### config.mk
export PLATFORM = sky130hd
export DESIGN_NAME = battery_presence_monitor
export DESIGN_NICKNAME = d
export VERILOG_FILES = /design/src/bpm_pkg.sv /design/src/bpm_cfg.sv /design/src/bpm_fsm.sv /design/src/battery_presence_monitor.sv
export VERILOG_INCLUDE_DIRS = /design/src /design/src/src
export SDC_FILE = /design/constraint.sdc
export NUM_CORES = 1
export LEC_CHECK = 0
export BUFFER_PORTS_ARGS = -buffer_cell sky130_fd_sc_hd__buf_2
export CAP_MARGIN = 20
export CORE_MARGIN = 8
export CORE_UTILIZATION = 55
export DETAILED_ROUTE_END_ITERATION = 12
export PLACE_DENSITY = 0.81
export RECOVER_POWER = 100
export SLEW_MARGIN = 20
export SYNTH_ARGS = -nofsm -noshare
export SYNTH_HDL_FRONTEND = slang
export SYNTH_HIERARCHICAL = 1
export SYNTH_SLANG_ARGS = --single-unit
### constraint.sdc
create_clock -name clk -period 11.4 [get_ports clk]
set_clock_uncertainty 0.05 [all_clocks]
set_input_delay 2.28 -clock clk [delete_from_list [all_inputs] [get_ports clk]]
set_output_delay 2.28 -clock clk [all_outputs]
set_load 0.005 [all_outputs]
### src/battery_presence_monitor_assert.svh
// ----------------------------------------------------------------------------
// Battery presence monitor assertion macros
// Concurrent check wrappers; compiled out when ASSERT_OFF is defined.
// ----------------------------------------------------------------------------
`ifndef BATTERY_PRESENCE_MONITOR_ASSERT_SVH
`define BATTERY_PRESENCE_MONITOR_ASSERT_SVH

`ifndef ASSERT_OFF
// same-cycle implication, sampled on clk, off during reset
`define BPM_ASSERT_IMP(lbl, ant, con) \
  lbl: assert property (@(posedge clk) disable iff (!rst_n) (ant) |-> (con)) \
    else $error("battery_presence_monitor: check failed");
// next-cycle implication
`define BPM_ASSERT_NXT(lbl, ant, con) \
  lbl: assert property (@(posedge clk) disable iff (!rst_n) (ant) |=> (con)) \
    else $error("battery_presence_monitor: check failed");
`else
`define BPM_ASSERT_IMP(lbl, ant, con)
`define BPM_ASSERT_NXT(lbl, ant, con)
`endif

`endif

### src/bpm_pkg.sv
// ----------------------------------------------------------------------------
// bpm_pkg
// Shared types and constants of the battery presence monitor.
// ----------------------------------------------------------------------------
package bpm_pkg;

  // one poll sample
  typedef struct packed {
    logic              present;
    logic              auth_ok;
    logic              charging;
    logic signed [15:0] current_ma;
    logic [6:0]        battery_percent;
    logic signed [7:0] temperature;
  } in_t;

  // one result
  typedef struct packed {
    logic [2:0] battery_state;
    logic       report_status;
    logic       discharge_alarm;
    logic       removal_event;
    logic       insertion_event;
  } out_t;

  typedef struct packed {
    logic [3:0] bad_sample_limit;
    logic [7:0] discharge_limit;
    logic [3:0] temp_delta;
  } cfg_t;

  // register indexes
  localparam logic [1:0] CFG_IDX_BAD_LIMIT  = 2'd0;
  localparam logic [1:0] CFG_IDX_DISCH_LIM  = 2'd1;
  localparam logic [1:0] CFG_IDX_TEMP_DELTA = 2'd2;

  // reset values
  localparam logic [3:0] BAD_LIMIT_RST  = 4'd3;
  localparam logic [7:0] DISCH_LIM_RST  = 8'd25;
  localparam logic [3:0] TEMP_DELTA_RST = 4'd1;

  // reported state codes
  localparam logic [2:0] BS_REMOVED   = 3'd0;
  localparam logic [2:0] BS_DEBOUNCE  = 3'd1;
  localparam logic [2:0] BS_INSERTED  = 3'd2;
  localparam logic [2:0] BS_AUTHENTIC = 3'd3;
  localparam logic [2:0] BS_NOTAUTH   = 3'd4;

endpackage

### src/bpm_cfg.sv
// ----------------------------------------------------------------------------
// bpm_cfg
// Configuration register file with a valid/ready write channel.
// ----------------------------------------------------------------------------
module bpm_cfg (
  input  logic             clk,
  input  logic             rst_n,
  input  logic             cfg_valid,
  output logic             cfg_ready,
  input  logic [1:0]       cfg_index,
  input  logic [7:0]       cfg_data,
  output bpm_pkg::cfg_t    cfg
);

  bpm_pkg::cfg_t cfg_r, cfg_nxt;

  assign cfg_ready = 1'b1;

  always_comb begin
    cfg_nxt = cfg_r;
    if (cfg_valid) begin
      unique case (cfg_index)
        bpm_pkg::CFG_IDX_BAD_LIMIT:  cfg_nxt.bad_sample_limit = cfg_data[3:0];
        bpm_pkg::CFG_IDX_DISCH_LIM:  cfg_nxt.discharge_limit  = cfg_data;
        bpm_pkg::CFG_IDX_TEMP_DELTA: cfg_nxt.temp_delta       = cfg_data[3:0];
        default: ; // unmapped index, write dropped
      endcase
    end
  end

  always_ff @(posedge clk) begin
    if (!rst_n) begin
      cfg_r.bad_sample_limit <= bpm_pkg::BAD_LIMIT_RST;
      cfg_r.discharge_limit  <= bpm_pkg::DISCH_LIM_RST;
      cfg_r.temp_delta       <= bpm_pkg::TEMP_DELTA_RST;
    end else begin
      cfg_r <= cfg_nxt;
    end
  end

  assign cfg = cfg_r;

endmodule

### src/bpm_fsm.sv
// ----------------------------------------------------------------------------
// bpm_fsm
// Presence state machine, debounce and discharge counters, report filter.
// Resolves the whole transition chain for one sample in a single pass.
// ----------------------------------------------------------------------------
module bpm_fsm (
  input  logic           clk,
  input  logic           rst_n,
  input  bpm_pkg::cfg_t  cfg,
  input  bpm_pkg::in_t   smp,
  input  logic           adv,
  output bpm_pkg::out_t  res
);

  typedef enum logic [4:0] {
    ST_REMOVED   = 5'b00001,
    ST_DEBOUNCE  = 5'b00010,
    ST_INSERTED  = 5'b00100,
    ST_AUTHENTIC = 5'b01000,
    ST_NOTAUTH   = 5'b10000
  } state_t;

  state_t            state_r, state_nxt;
  logic [3:0]        bad_r, bad_nxt;
  logic [7:0]        run_r, run_nxt;
  logic [6:0]        last_pct_r, last_pct_nxt;
  logic signed [7:0] last_temp_r, last_temp_nxt;

  logic is_rem, is_deb, is_ins, is_na, is_au;
  logic p;
  logic common_run, deb_run;
  logic [4:0] bad_inc;
  logic over;
  logic dis_cond;
  logic [7:0] run_inc;
  logic alarm, report, removal, insertion;
  logic signed [8:0] tdiff;
  logic [8:0] tabs;

  always_comb begin
    is_rem = 1'b0;
    is_deb = 1'b0;
    is_ins = 1'b0;
    is_na  = 1'b0;
    is_au  = 1'b0;
    unique case (state_r)
      ST_REMOVED:   is_rem = 1'b1;
      ST_DEBOUNCE:  is_deb = 1'b1;
      ST_INSERTED:  is_ins = 1'b1;
      ST_AUTHENTIC: is_au  = 1'b1;
      ST_NOTAUTH:   is_na  = 1'b1;
      default:      is_deb = 1'b1;
    endcase
  end

  assign p = smp.present;

  // present: chain always ends in the auth/not-auth check.
  // absent: anything past removed falls back through debounce.
  assign common_run = p | is_ins | is_na | is_au;
  assign deb_run    = ~p & ~is_rem;
  assign insertion  = is_ins | (p & (is_rem | is_deb));

  assign bad_inc = {1'b0, bad_r} + 5'd1;
  assign over    = bad_inc > {1'b0, cfg.bad_sample_limit};
  assign removal = deb_run & over;

  assign dis_cond = smp.charging & (smp.current_ma[15] | (smp.current_ma == 16'sd0));
  assign run_inc  = run_r + 8'd1;
  assign alarm    = common_run & dis_cond & (cfg.discharge_limit != 8'd0)
                    & (run_inc == cfg.discharge_limit);

  assign tdiff  = {smp.temperature[7], smp.temperature} - {last_temp_r[7], last_temp_r};
  assign tabs   = tdiff[8] ? 9'(-tdiff) : 9'(tdiff);
  assign report = p & ((smp.battery_percent != last_pct_r) | (tabs > {5'd0, cfg.temp_delta}));

  always_comb begin
    bad_nxt       = bad_r;
    run_nxt       = run_r;
    last_pct_nxt  = last_pct_r;
    last_temp_nxt = last_temp_r;

    if (p & is_deb) begin
      bad_nxt = 4'd0;
    end else if (deb_run) begin
      bad_nxt = over ? 4'd0 : bad_inc[3:0];
    end

    if (common_run) begin
      if (dis_cond) begin
        run_nxt = alarm ? 8'd0 : run_inc;
      end else begin
        run_nxt = 8'd0;
      end
    end

    if (report) begin
      last_pct_nxt  = smp.battery_percent;
      last_temp_nxt = smp.temperature;
    end

    if (p) begin
      state_nxt = (is_au | smp.auth_ok) ? ST_AUTHENTIC : ST_NOTAUTH;
    end else if (is_rem | over) begin
      state_nxt = ST_REMOVED;
    end else begin
      state_nxt = ST_DEBOUNCE;
    end
  end

  always_ff @(posedge clk) begin
    if (!rst_n) begin
      state_r     <= ST_DEBOUNCE;
      bad_r       <= 4'd0;
      run_r       <= 8'd0;
      last_pct_r  <= 7'd0;
      last_temp_r <= 8'sd0;
    end else if (adv) begin
      state_r     <= state_nxt;
      bad_r       <= bad_nxt;
      run_r       <= run_nxt;
      last_pct_r  <= last_pct_nxt;
      last_temp_r <= last_temp_nxt;
    end
  end

  always_comb begin
    unique case (state_nxt)
      ST_REMOVED:   res.battery_state = bpm_pkg::BS_REMOVED;
      ST_DEBOUNCE:  res.battery_state = bpm_pkg::BS_DEBOUNCE;
      ST_INSERTED:  res.battery_state = bpm_pkg::BS_INSERTED;
      ST_AUTHENTIC: res.battery_state = bpm_pkg::BS_AUTHENTIC;
      ST_NOTAUTH:   res.battery_state = bpm_pkg::BS_NOTAUTH;
      default:      res.battery_state = bpm_pkg::BS_DEBOUNCE;
    endcase
  end

  assign res.report_status   = report;
  assign res.discharge_alarm = alarm;
  assign res.removal_event   = removal;
  assign res.insertion_event = insertion;

endmodule

### src/battery_presence_monitor.sv
// Path: an accepted sample waits in the input register and moves to the output register once the output is free.
// Throughput: one sample per cycle while the output is not stalled; an input register and an output register
// bracket a single combinational pass through the state machine.
// Reset (rst_n low, synchronous): state debounce, counters and last-report
// values zero, registers 3 / 25 / 1, both pipeline stages empty.
// ----------------------------------------------------------------------------
// battery_presence_monitor
// Battery poll monitor: presence/auth state machine, discharge alarm, reporting.
// ----------------------------------------------------------------------------
module battery_presence_monitor (
  input  logic          clk,
  input  logic          rst_n,
  input  logic          in_valid,
  output logic          in_stall,
  input  bpm_pkg::in_t  in_data,
  output logic          out_valid,
  input  logic          out_stall,
  output bpm_pkg::out_t out_data,
  input  logic          cfg_valid,
  output logic          cfg_ready,
  input  logic [1:0]    cfg_index,
  input  logic [7:0]    cfg_data
);

  bpm_pkg::cfg_t cfg;
  bpm_pkg::in_t  s1_data_r;
  bpm_pkg::out_t out_data_r;
  bpm_pkg::out_t res;
  logic s1_valid_r, s1_valid_nxt;
  logic out_valid_r, out_valid_nxt;
  logic out_free, adv, in_accept;

  bpm_cfg u_cfg (
    .clk       (clk),
    .rst_n     (rst_n),
    .cfg_valid (cfg_valid),
    .cfg_ready (cfg_ready),
    .cfg_index (cfg_index),
    .cfg_data  (cfg_data),
    .cfg       (cfg)
  );

  bpm_fsm u_fsm (
    .clk   (clk),
    .rst_n (rst_n),
    .cfg   (cfg),
    .smp   (s1_data_r),
    .adv   (adv),
    .res   (res)
  );

  assign out_free  = ~out_valid_r | ~out_stall;
  assign adv       = s1_valid_r & out_free;
  assign in_stall  = s1_valid_r & ~out_free;
  assign in_accept = in_valid & ~in_stall;

  assign s1_valid_nxt  = in_accept | (s1_valid_r & ~adv);
  assign out_valid_nxt = adv | (out_valid_r & out_stall);

  always_ff @(posedge clk) begin
    if (!rst_n) begin
      s1_valid_r  <= 1'b0;
      out_valid_r <= 1'b0;
    end else begin
      s1_valid_r  <= s1_valid_nxt;
      out_valid_r <= out_valid_nxt;
    end
  end

  always_ff @(posedge clk) begin
    if (in_accept) begin
      s1_data_r <= in_data;
    end
    if (adv) begin
      out_data_r <= res;
    end
  end

  assign out_valid = out_valid_r;
  assign out_data  = out_data_r;

`include "battery_presence_monitor_assert.svh"

  `BPM_ASSERT_IMP(a_removal_state, out_valid_r && out_data_r.removal_event,
    out_data_r.battery_state == bpm_pkg::BS_REMOVED)
  `BPM_ASSERT_IMP(a_report_state, out_valid_r && out_data_r.report_status,
    out_data_r.battery_state == bpm_pkg::BS_AUTHENTIC ||
    out_data_r.battery_state == bpm_pkg::BS_NOTAUTH)
  `BPM_ASSERT_IMP(a_inserted_transient, out_valid_r,
    out_data_r.battery_state != bpm_pkg::BS_INSERTED)
  `BPM_ASSERT_NXT(a_result_follows, adv, out_valid_r)

endmodule
# Yosys cells after proc, flatten, opt, wreduce, memory -nomap -nowiden
# Cells that the tools add are included.
classes:
  n_addsub: 4
  order_cmp: 2
  n_eq_ne: 12
  mux: 15
  n_bitwise: 33
  reduce_logical: 11
op_table:
  columns: ["cell", "n"]
  rows:
  - ["16-bit zero test", 1]
  - ["8-bit 2-to-1 mux", 2]
  - ["1-bit AND", 14]
  - ["4-bit 2-to-1 mux", 3]
  - ["1-bit bitwise OR", 12]
  - ["3-bit one-hot mux with 4 select lines", 1]
  - ["2-bit AND reduction", 6]
  - ["5-bit by 1-bit equality test with 1-bit output, second input constant", 2]
  - ["5-bit by 3-bit equality test with 1-bit output, second input constant", 2]
  - ["5-bit by 4-bit equality test with 1-bit output, second input constant", 2]
  - ["5-bit equality test, second input constant", 2]
  - ["5-bit 2-to-1 mux", 2]
  - ["9-bit by 4-bit > comparator with 1-bit output", 1]
  - ["9-bit 2-to-1 mux", 1]
  - ["9-bit negation", 1]
  - ["8-bit by 8-bit subtractor with 9-bit output", 1]
  - ["8-bit by 1-bit adder with 8-bit output, second input constant", 1]
  - ["8-bit equality test", 1]
  - ["8-bit nonzero test", 1]
  - ["7-bit inequality test", 1]
  - ["1-bit NOT", 7]
  - ["4-bit by 1-bit adder with 5-bit output, second input constant", 1]
  - ["5-bit by 4-bit > comparator with 1-bit output", 1]
  - ["1-bit 2-to-1 mux", 5]
  - ["other kinds (6)", 6]
totals:
  regBits: 91
  in_bits: 49
  out_inout_bits: 10
  elab_cells: 98

# Logic depth before layout (Yosys ltp)
# Gate-level depths: netlist of the first run.
logic_depth:
  depth_word: 10
  depth_mapped: 18
  mapped_depth_nobuf: 16

# Hierarchy
# The synthesis of the first run kept the hierarchy.
modules_own_cells:
  columns: ["module", "instances", "cells_each", "area_per_inst_um2", "seq_area_each_um2"]
  rows:
  - ["bpm_fsm", 1, 321, 2652.5, 620.6]
  - ["battery_presence_monitor", 1, 49, 1315.0, 1271.2]
  - ["bpm_cfg", 1, 66, 664.4, 320.3]

# Worst setup path before layout of the first run
# OpenSTA, ideal clock, no wires.
synth_timing:
  path_kind: "input-to-output"
  start: "input out_stall"
  end: "output in_stall"
  arrival_time_ps: 2445
  required_time_ps: 9070
  slack_ps: 6625
  stages: 1
  n_path_buf: 0
  cell_sequence: "and3_4"
synth_between:
  elab_chain_cells: 4
synth_lines:
  columns: ["item", "line", "text"]
  rows:
  - ["start: declaration", "battery_presence_monitor.sv:17", "input logic out_stall,"]
  - ["1-bit NOT", "battery_presence_monitor.sv:52", "assign out_free = ~out_valid_r | ~out_stall;"]
  - ["1-bit bitwise OR", "battery_presence_monitor.sv:52", null]
  - ["1-bit NOT", "battery_presence_monitor.sv:54", "assign in_stall = s1_valid_r & ~out_free;"]
  - ["1-bit AND", "battery_presence_monitor.sv:54", null]
  - ["end: declaration", "battery_presence_monitor.sv:14", "output logic in_stall,"]
# No other way between the ends.

==> results_dict.tcl, run 1 <==
set metrics [dict create \
    clkTransAtPathRegs_ps 90 \
    antenna_found_initial 0 \
    multi_input_area_sq_mm 0.00215 \
    dp_hpwl_um 6070 \
    ant_nets 0 \
    finalPower_uw 634 \
    dp.cells 582 \
    fmax_mhz 198 \
    antenna_cells 0 \
    crit_arrival_ps 5320 \
    fin_crit_sh_pct 44.4 \
    ys_types 71 \
    setup_viol 0 \
    finalWeightedCongestion 0.849 \
    p_leak_nw 1.93 \
    ys_async_sr_fraction_pct 0 \
    wire_per_inst_um 13.5 \
    numCtsBuffers 9 \
    nNetsFinal 557 \
    relSlewSlack_pct -84.9 \
    max_cap_violations 2 \
    h-tree-depth 3 \
    ys_seq_area_share_pct 47.8 \
    worst_slew_pin_slew_ps 2770 \
    port_buffers 57 \
    initial_core_util_pct 56.7 \
    postCtsSetupRepairBufs 0 \
    drt_iter0_markers 133 \
    cp-start-kind "input port" \
    syn-cell-area_sq_mm 0.00463 \
    avgSynthCellArea_sq_um 10.6 \
    grt_pass1_wl_um 13700 \
    via_per_inst 5.37 \
    clock_latency_ps 360 \
    crit_fanout 69 \
    final_area_sq_mm 0.00503 \
    synth-main-ff-cell "dfxtp_1" \
    fin_crit_ps 5060 \
    cts_resized 0 \
    hold_viol 0 \
    dieHeight_um 108 \
    endpoint_kind "flop" \
    synthCells 436 \
    ioPinCount 59 \
    dr.pass1.iters 5 \
    synth-edff-count 41 \
    fillers 667 \
    grt_max_degree 70 \
    cts-root-buf "clkbuf_8" \
    rows 33 \
    ctsLongestPathBuffers 2 \
    syn_nets 505 \
    final_cells 598 \
    status "finished with violations" \
    core_sq_mm 0.00818 \
    track_usage_pct 14.7 \
    final-seq-area_sq_mm 0.00221 \
    hp-class "flop to flop" \
    power_density_mw_per_mm2 126 \
    grt_pass1_vias 3172 \
    utilization_pct 61.6 \
    violations "max-capacitance violations, max-slew violations" \
    ys_warn_count 6 \
    worstSetupPathType "input port to flop" \
    post_dp_cell_area_sq_mm 0.00490 \
    dieWidth_um 108 \
    slew_viol_final 105 \
    grt-ovfl-total 0 \
    setup_tns_ps 0 \
    ys_top_cells_by_area "edfxtp_1, dfxtp_1, mux2i_1" \
    tritoncts "built" \
    layout-area-overhead-vs-synth_pct 8.70 \
    drc 0 \
    synth_seq_cells 90 \
    cts-hold-fix-buffers 0 \
    rsz0062_at_grt "no" \
    drive_gt1_share_pct 16.0 \
    synthDominantCellAreaShare_pct 26.6 \
    drt-total-wl_um 8060 \
    cts.sinks 90 \
    vias 3212 \
    worstPathRequired_ps 11660 \
    die_area_sq_mm 0.0116 \
    peakVddDrop_mv 0.0856 \
    yosysTopAreaCell "edfxtp_1" \
]
placed cells by master, fill, tap and decap left out, types with 3 or more instances in the layout:
cell / netlist / layout
mux2i_1: 32 / 32
clkbuf_8: 4 / 9
xor2_1: 7 / 7
nor2b_1: 19 / 19
nand3_1: 11 / 11
nand2_1: 55 / 56
nand3b_1: 4 / 4
o21ai_0: 9 / 11
nor2_1: 13 / 13
nor3_1: 7 / 7
ha_1: 19 / 19
inv_1: 25 / 25
dfxtp_1: 49 / 49
nand4_1: 4 / 4
buf_2: 2 / 48
a22oi_1: 4 / 4
clkbuf_1: 3 / 12
and4_1: 3 / 3
a21o_1: 4 / 4
xnor2_1: 18 / 18
and3_1: 2 / 3
nor4_1: 6 / 6
nor3b_1: 4 / 4
or3_1: 3 / 3
nand2b_1: 6 / 6
o21ai_1: 5 / 3
edfxtp_1: 41 / 41
a21oi_1: 11 / 11
o21a_1: 3 / 3
o211ai_1: 6 / 6
cell usage after synthesis, types with 5 or more instances:
cell	number
nor2b_1	19
nor3_1	7
xnor2_1	18
nand2b_1	6
o21ai_1	5
xor2_1	7
o211ai_1	6
mux2i_1	32
nand3_1	11
nor2_1	13
nand2_1	55
dfxtp_1	49
nor4_1	6
o21ai_0	9
ha_1	19
edfxtp_1	41
a21oi_1	11
buf_4	5
inv_1	25
layout make-up:
cell class	count	area share (%)
multi-input cells	303	42.6
repair buffers	59	5.59
clock buffers	10	2.53
well taps	105	2.61
flip-flops and latches	90	43.9
clock inverters	6	0.845
inverters	25	1.86
registers in the layout, indices dropped and copies added, names as in the netlist:
| register | count |
|---|---|
| s1_data_r | 34 |
| u_cfg/cfg | 16 |
| u_fsm/last_temp_r | 8 |
| u_fsm/run_r | 8 |
| out_data | 7 |
| u_fsm/last_pct_r | 7 |
| u_fsm/bad_r | 4 |
| u_fsm/state_r | 4 |
| out_valid | 1 |
| s1_valid_r | 1 |
metrics by stage:
step / hold slack, ps / setup slack, ps
2_1_floorplan: 385 / 6630
3_3_place_gp: 392 / 6390
3_5_place_dp: 398 / 6370
4_1_cts: 411 / 6370
5_1_grt: 433 / 5850
6_report: 410 / 6340
cells by family (layout without fill, tap and decap cells):
family / after synthesis / count (layout) / share of synthesized area [%]
AOI/OAI and AO/OA: 65 / 65 / 9.91
xor gates and xnor gates: 26 / 26 / 5.08
adders and majority gates: 20 / 20 / 5.56
buffers and inverters: 43 / 100 / 5.62
DFF: 90 / 90 / 47.8
muxes: 33 / 33 / 7.16
other: 1 / 1 / 0.0810
and+or+nand+nor: 158 / 158 / 18.8
metal layers:
| layer | share of wire, % | GRT usage (%) | vias to the layer above |
|---|---|---|---|
| met1 | 46 | 17.1 | 1482 |
| met5 | 0 | 0 | - |
| met2 | 48 | 24.8 | 55 |
| met3 | 3.6 | 3.23 | 10 |
| met4 | 1.7 | 7.43 | 0 |
| li1 | - | - | 1665 |
worst max-delay path, cell delays in order:
cell and delay (ps):
buf_2 70, clkbuf_1 1790, nand2_1 630, o21ai_0 370, a21o_1 140
worst paths after layout:
path	slack [ps]	depth (start not counted)	startpoint	to
max	6340	5	rst_n	u_fsm/run_r[6]
min	410	2	u_fsm/last_temp_r[3]	u_fsm/last_temp_r[3]
max reg2reg	7090	16	s1_data_r[0]	u_fsm/last_temp_r[0]
min reg2reg	410	2	u_fsm/last_temp_r[3]	u_fsm/last_temp_r[3]
report_power, final:
part | leakage, nW | total, mW | internal (mW) | switching [mW]
clock | 0.0827 | 0.190 | 0.0796 | 0.110
sequential | 0.797 | 0.360 | 0.352 | 0.00799
combinational | 1.05 | 0.0837 | 0.0378 | 0.0459
total | 1.93 | 0.634 | 0.470 | 0.164
(Power assumes the default switching activity.)
==> run 2: changes to the inputs <==
clock period = 5.3 ns   (was 11.4 ns; I/O delays follow)
==> run 2 against run 1 <==
  * The flow still finishes with violations (max-capacitance violations, max-slew violations)
  * Hold slack improved by 3.9 ps
  * Sequential power increased by 120%
  * Final cell count decreased by 0.17%
  * Critical path depth increased by 11
  * Routed wire length increased by 7.7%
  * Utilization about the same
  * Via count increased by 1.3%
  * Global-route usage increased by 1.0 points
  * Largest power group unchanged
  * Sequential share of layout area about the same
  * Cell area about the same
  * Count of clock-buffer cells in the layout decreased by 1
==> results_dict.tcl, run 2 (synthesized netlist as in run 1, its figures left out) <==
set metrics [dict create \
    status "finished with violations" \
    violations "max-capacitance violations, max-slew violations" \
    finalWeightedCongestion 0.844 \
    initial_core_util_pct 56.7 \
    ioPinCount 59 \
    final_cells 597 \
    p_leak_nw 1.94 \
    hold_viol 0 \
    fmax_mhz 236 \
    postCtsSetupRepairBufs 0 \
    slowest_delay_ps 630 \
    cp_slowest_cell "o311a_1" \
    relSlewSlack_pct -94.5 \
    crit_chain "inv_1 > ha_1 > fa_1 > nand2b_1 > a211oi_1 > o211ai_1 > nand2_1 > nor2_1 > a21oi_1 > ha_1 > a21oi_1 > o21ai_0 > a2111oi_0 > nand3_2 > o311a_1 > mux2i_1" \
    fin_crit_ps 4230 \
    cts-root-buf "clkbuf_8" \
    regMostFlops "s1_data_r" \
    dp_slack_ps 1270 \
    cts_resized 0 \
    dieWidth_um 108 \
    nNetsFinal 556 \
    holdPathEnd "u_fsm/last_temp_r[6]" \
    track_usage_pct 15.7 \
    drc 0 \
    cp-start-kind "flop" \
    hold_start "u_fsm/last_temp_r[6]" \
    fin_crit_sh_pct 79.8 \
    cts-hold-fix-buffers 0 \
    setup_viol 0 \
    tritoncts "built" \
    crit_arrival_ps 4380 \
    grt_pass1_wl_um 14700 \
    drive_gt1_share_pct 15.9 \
    antenna_found_initial 0 \
    die_area_sq_mm 0.0116 \
    worstPathRequired_ps 5450 \
    r2r-start "s1_data_r[0]" \
    rsz0062_at_grt "no" \
    max_cap_violations 2 \
    grt-ovfl-total 0 \
    dp_hpwl_um 6330 \
    wire_per_inst_um 14.5 \
    h-tree-depth 3 \
    min_path_cells 2 \
    fin_ws_ps 1070 \
    ant_nets 0 \
    worstSetupPathType "flop to flop" \
    worst_slew_pin_slew_ps 2910 \
    dp.cells 581 \
    hp-class "flop to flop" \
    power_density_mw_per_mm2 274 \
    layout-area-overhead-vs-synth_pct 8.67 \
    drt_iter0_markers 174 \
    cts.sinks 90 \
    port_buffers 57 \
    dr.pass1.iters 4 \
    crit_fanout 15 \
    largest_reg_flops 34 \
    clkTransAtPathRegs_ps 90 \
    drt-total-wl_um 8680 \
    endpoint_kind "flop" \
    reg2regPathDepth 16 \
    clock_latency_ps 350 \
    grt_max_degree 70 \
    slew_viol_final 105 \
    setup_tns_ps 0 \
    vias 3254 \
    core_sq_mm 0.00818 \
    reg2reg_to "u_fsm/last_temp_r[7]" \
    dieHeight_um 108 \
    rows 33 \
    via_per_inst 5.45 \
    peakVddDrop_mv 0.208 \
    numCtsBuffers 9 \
    mostFrequentLayoutCell "nand2_1" \
    grt_pass1_vias 3394 \
    reg2reg_setup_slack_ps 1070 \
    ctsLongestPathBuffers 2 \
    antenna_cells 0 \
    final_cell_mix "nand2_1, buf_2, dfxtp_1, edfxtp_1, mux2i_1" \
]
[run 2: layout make-up]
| class | count | area (sq um) |
|---|---|---|
| clock buffers | 9 | 124 |
| clock inverters | 7 | 50.0 |
| fillers | 670 | 3140 |
| inverters | 25 | 93.8 |
| multi-input cells | 303 | 2140 |
| flip-flops and latches | 90 | 2210 |
| well taps | 105 | 131 |
| repair buffers | 58 | 279 |
[run 2: how the worst max path moves through the flow]
stage,start,to,slack (ps)
global route,s1_data_r[0],u_fsm/last_temp_r[5],670
floorplan,s1_data_r[0],u_fsm/last_pct_r[0],1740
detailed placement,s1_data_r[0],u_fsm/last_pct_r[6],1270
global placement,s1_data_r[0],u_fsm/last_temp_r[0],1390
finish,s1_data_r[0],u_fsm/last_temp_r[7],1070
CTS,s1_data_r[0],u_fsm/last_pct_r[4],1260
[run 2: per-layer routing]
metal / global-route usage, % / vias up / share of wire [%]
met3: 3.83 / 18 / 5.0
met2: 26.8 / 73 / 48
met1: 17.5 / 1519 / 44
met5: 0 / - / 0
met4: 9.02 / 0 / 2.6
li1: - / 1644 / -
[run 2: per-stage QoR]
stage / power (mW) / cell area, sq um / util [%] / hold WS, ps
floorplan: 0.928 / 4630 / - / 385
global placement: 0.967 / 4900 / 59.9 / 391
detailed placement: 0.978 / 4900 / 59.9 / 401
CTS: 1.39 / 5070 / 62.0 / 414
global route: 1.44 / 5030 / 61.6 / 429
finish: 1.38 / 5030 / 61.6 / 414
[run 2: report_power, final]
group	switching (mW)	internal (mW)	leakage, nW
clock	0.244	0.173	0.0857
sequential	0.0174	0.758	0.797
combinational	0.104	0.0823	1.06
[run 2: worst max-delay path: cells and delay by family (launching register included)]
family | cells | cell delay, ps
DFF | 1 | 350
adders and majority gates | 3 | 920
AOI/OAI and AO/OA | 7 | 1910
muxes | 1 | 220
and+or+nand+nor | 4 | 580
buffers and inverters | 1 | 50
==> run 3: changes to the inputs <==
CORE_UTILIZATION = 52   (was 55)
clock period = 3.47 ns   (was 5.3 ns; I/O delays follow)
==> run 3 against run 2 <==
  * The run ends with max-capacitance violations, max-slew violations, negative setup slack left
  * Non-clock buffer count up 17
  * Sequential power rose by 52%
  * Worst setup slack lost 1200 ps
  * Fmax is 17% higher
  * Flip-flop and latch count stayed put
  * Die area rose by 4.9%
  * First-iteration DRC count fell by 22%
==> results_dict.tcl, run 3 (synthesized netlist as in run 1, its figures left out) <==
set metrics [dict create \
    fmax_mhz 277 \
    fillers 709 \
    dieWidth_um 110 \
    final_cell_mix "nand2_1, buf_2, dfxtp_1, edfxtp_1, mux2i_1" \
    drive_gt1_share_pct 21.2 \
    relSlewSlack_pct -8.26 \
    setup_tns_ps -2020 \
    fin_crit_ps 3620 \
    ioPinCount 59 \
    drt_iter0_markers 136 \
    worstPathRequired_ps 3710 \
    status "finished with violations" \
    violations "max-capacitance violations, max-slew violations, negative setup slack" \
    crit_arrival_ps 3850 \
    r2r-start "s1_data_r[0]" \
    dp.cells 594 \
    cts-root-buf "clkbuf_8" \
    largest_reg_flops 34 \
    cp-start-kind "flop" \
    wire_per_inst_um 14.5 \
    port_buffers 57 \
    crit_fanout 11 \
    p_leak_nw 2.06 \
    hold_start "u_fsm/last_temp_r[4]" \
    ant_nets 0 \
    worstSetupPathType "flop to flop" \
    multi_input_area_sq_mm 0.00221 \
    antenna_cells 0 \
    clock_latency_ps 360 \
    grt_pass1_vias 3346 \
    hp-class "flop to flop" \
    grt-ovfl-total 0 \
    vias 3399 \
    layout-area-overhead-vs-synth_pct 14.3 \
    setup_viol 16 \
    fin_ws_ps -146 \
    tritoncts "built" \
    numCtsBuffers 9 \
    crit_start "s1_data_r[0]" \
    h-tree-depth 3 \
    finalWeightedCongestion 0.832 \
    power_density_mw_per_mm2 425 \
    cts.sinks 90 \
    nNetsFinal 573 \
    dr.pass1.iters 4 \
    max_cap_violations 1 \
    worst_slew_pin_slew_ps 1620 \
    rsz0062_at_grt "yes" \
    final_cells 617 \
    slew_viol_final 35 \
    grt_max_degree 37 \
    ctsLongestPathBuffers 2 \
    final-seq-area_sq_mm 0.00221 \
    drc 0 \
    regMostFlops "s1_data_r" \
    post_dp_cell_area_sq_mm 0.00501 \
    cts-hold-fix-buffers 0 \
    track_usage_pct 15.0 \
    die_area_sq_mm 0.0122 \
    clkTransAtPathRegs_ps 90 \
    rows 34 \
    initial_core_util_pct 53.4 \
    endpoint_kind "flop" \
    grt_pass1_wl_um 14300 \
    mostFrequentLayoutCell "nand2_1" \
    reg2reg_setup_slack_ps -150 \
    hold_viol 0 \
    peakVddDrop_mv 0.333 \
    antenna_found_initial 0 \
    core_sq_mm 0.00868 \
    dp_hpwl_um 6390 \
    utilization_pct 61.0 \
    drt-total-wl_um 8950 \
    dieHeight_um 110 \
    fin_crit_sh_pct 104 \
    via_per_inst 5.51 \
    final_area_sq_mm 0.00530 \
]
## run 3: per-layer routing
metal  GRT usage, %  part of all wire (%)
met4           8.28                   2.4
met3           3.31                   4.9
met2           26.1                    49
met1           16.6                    43
met5              0                     0
## run 3: timing repair
item,CTS,global route
resized for setup,2,7
endpoints found under the hold margin,0,0
setup buffers,5,2
pin swaps,2,0
setup endpoints to repair,16,16
## run 3: worst max-delay path: stages (launching register included)
cell       delay, ps
edfxtp_1         370
inv_1             50
ha_2             190
fa_2             350
nand2b_4         170
a211oi_4         240
o211ai_1         150
nand2_2          140
nor2_2            50
xnor2_1          130
ha_1             300
nand4_1          140
a2111oi_4        400
nand3_2          140
o311a_4          360
buf_12           160
mux2i_1          160
## run 3: report_power, final
part,internal (mW),switching (mW)
clock,0.369,0.372
combinational,0.150,0.176
sequential,1.16,0.0267
total,1.68,0.575
## run 3: worst paths after layout
check        cells past startpoint                    to
max                             16   u_fsm/last_pct_r[6]
min reg2reg                      2  u_fsm/last_temp_r[4]
max reg2reg                     16   u_fsm/last_pct_r[6]
min                              2  u_fsm/last_temp_r[4]
## run 3: layout make-up
type	instances	share of cell area, %
flip-flops and latches	90	41.8
well taps	108	2.55
multi-input cells	303	41.8
clock inverters	4	0.543
inverters	25	1.77
repair buffers	75	7.99
clock buffers	12	3.54
## run 3: through the flow
stage                     hold WS [ps]  power, mW  worst slack [ps]
after floorplan                    385       1.42              40.8
after detailed placement           399       1.50              -163
after CTS                          412       2.24             -58.8
final                              409       2.25              -146
after global routing               434       2.35              -315
after global placement             392       1.49              10.9
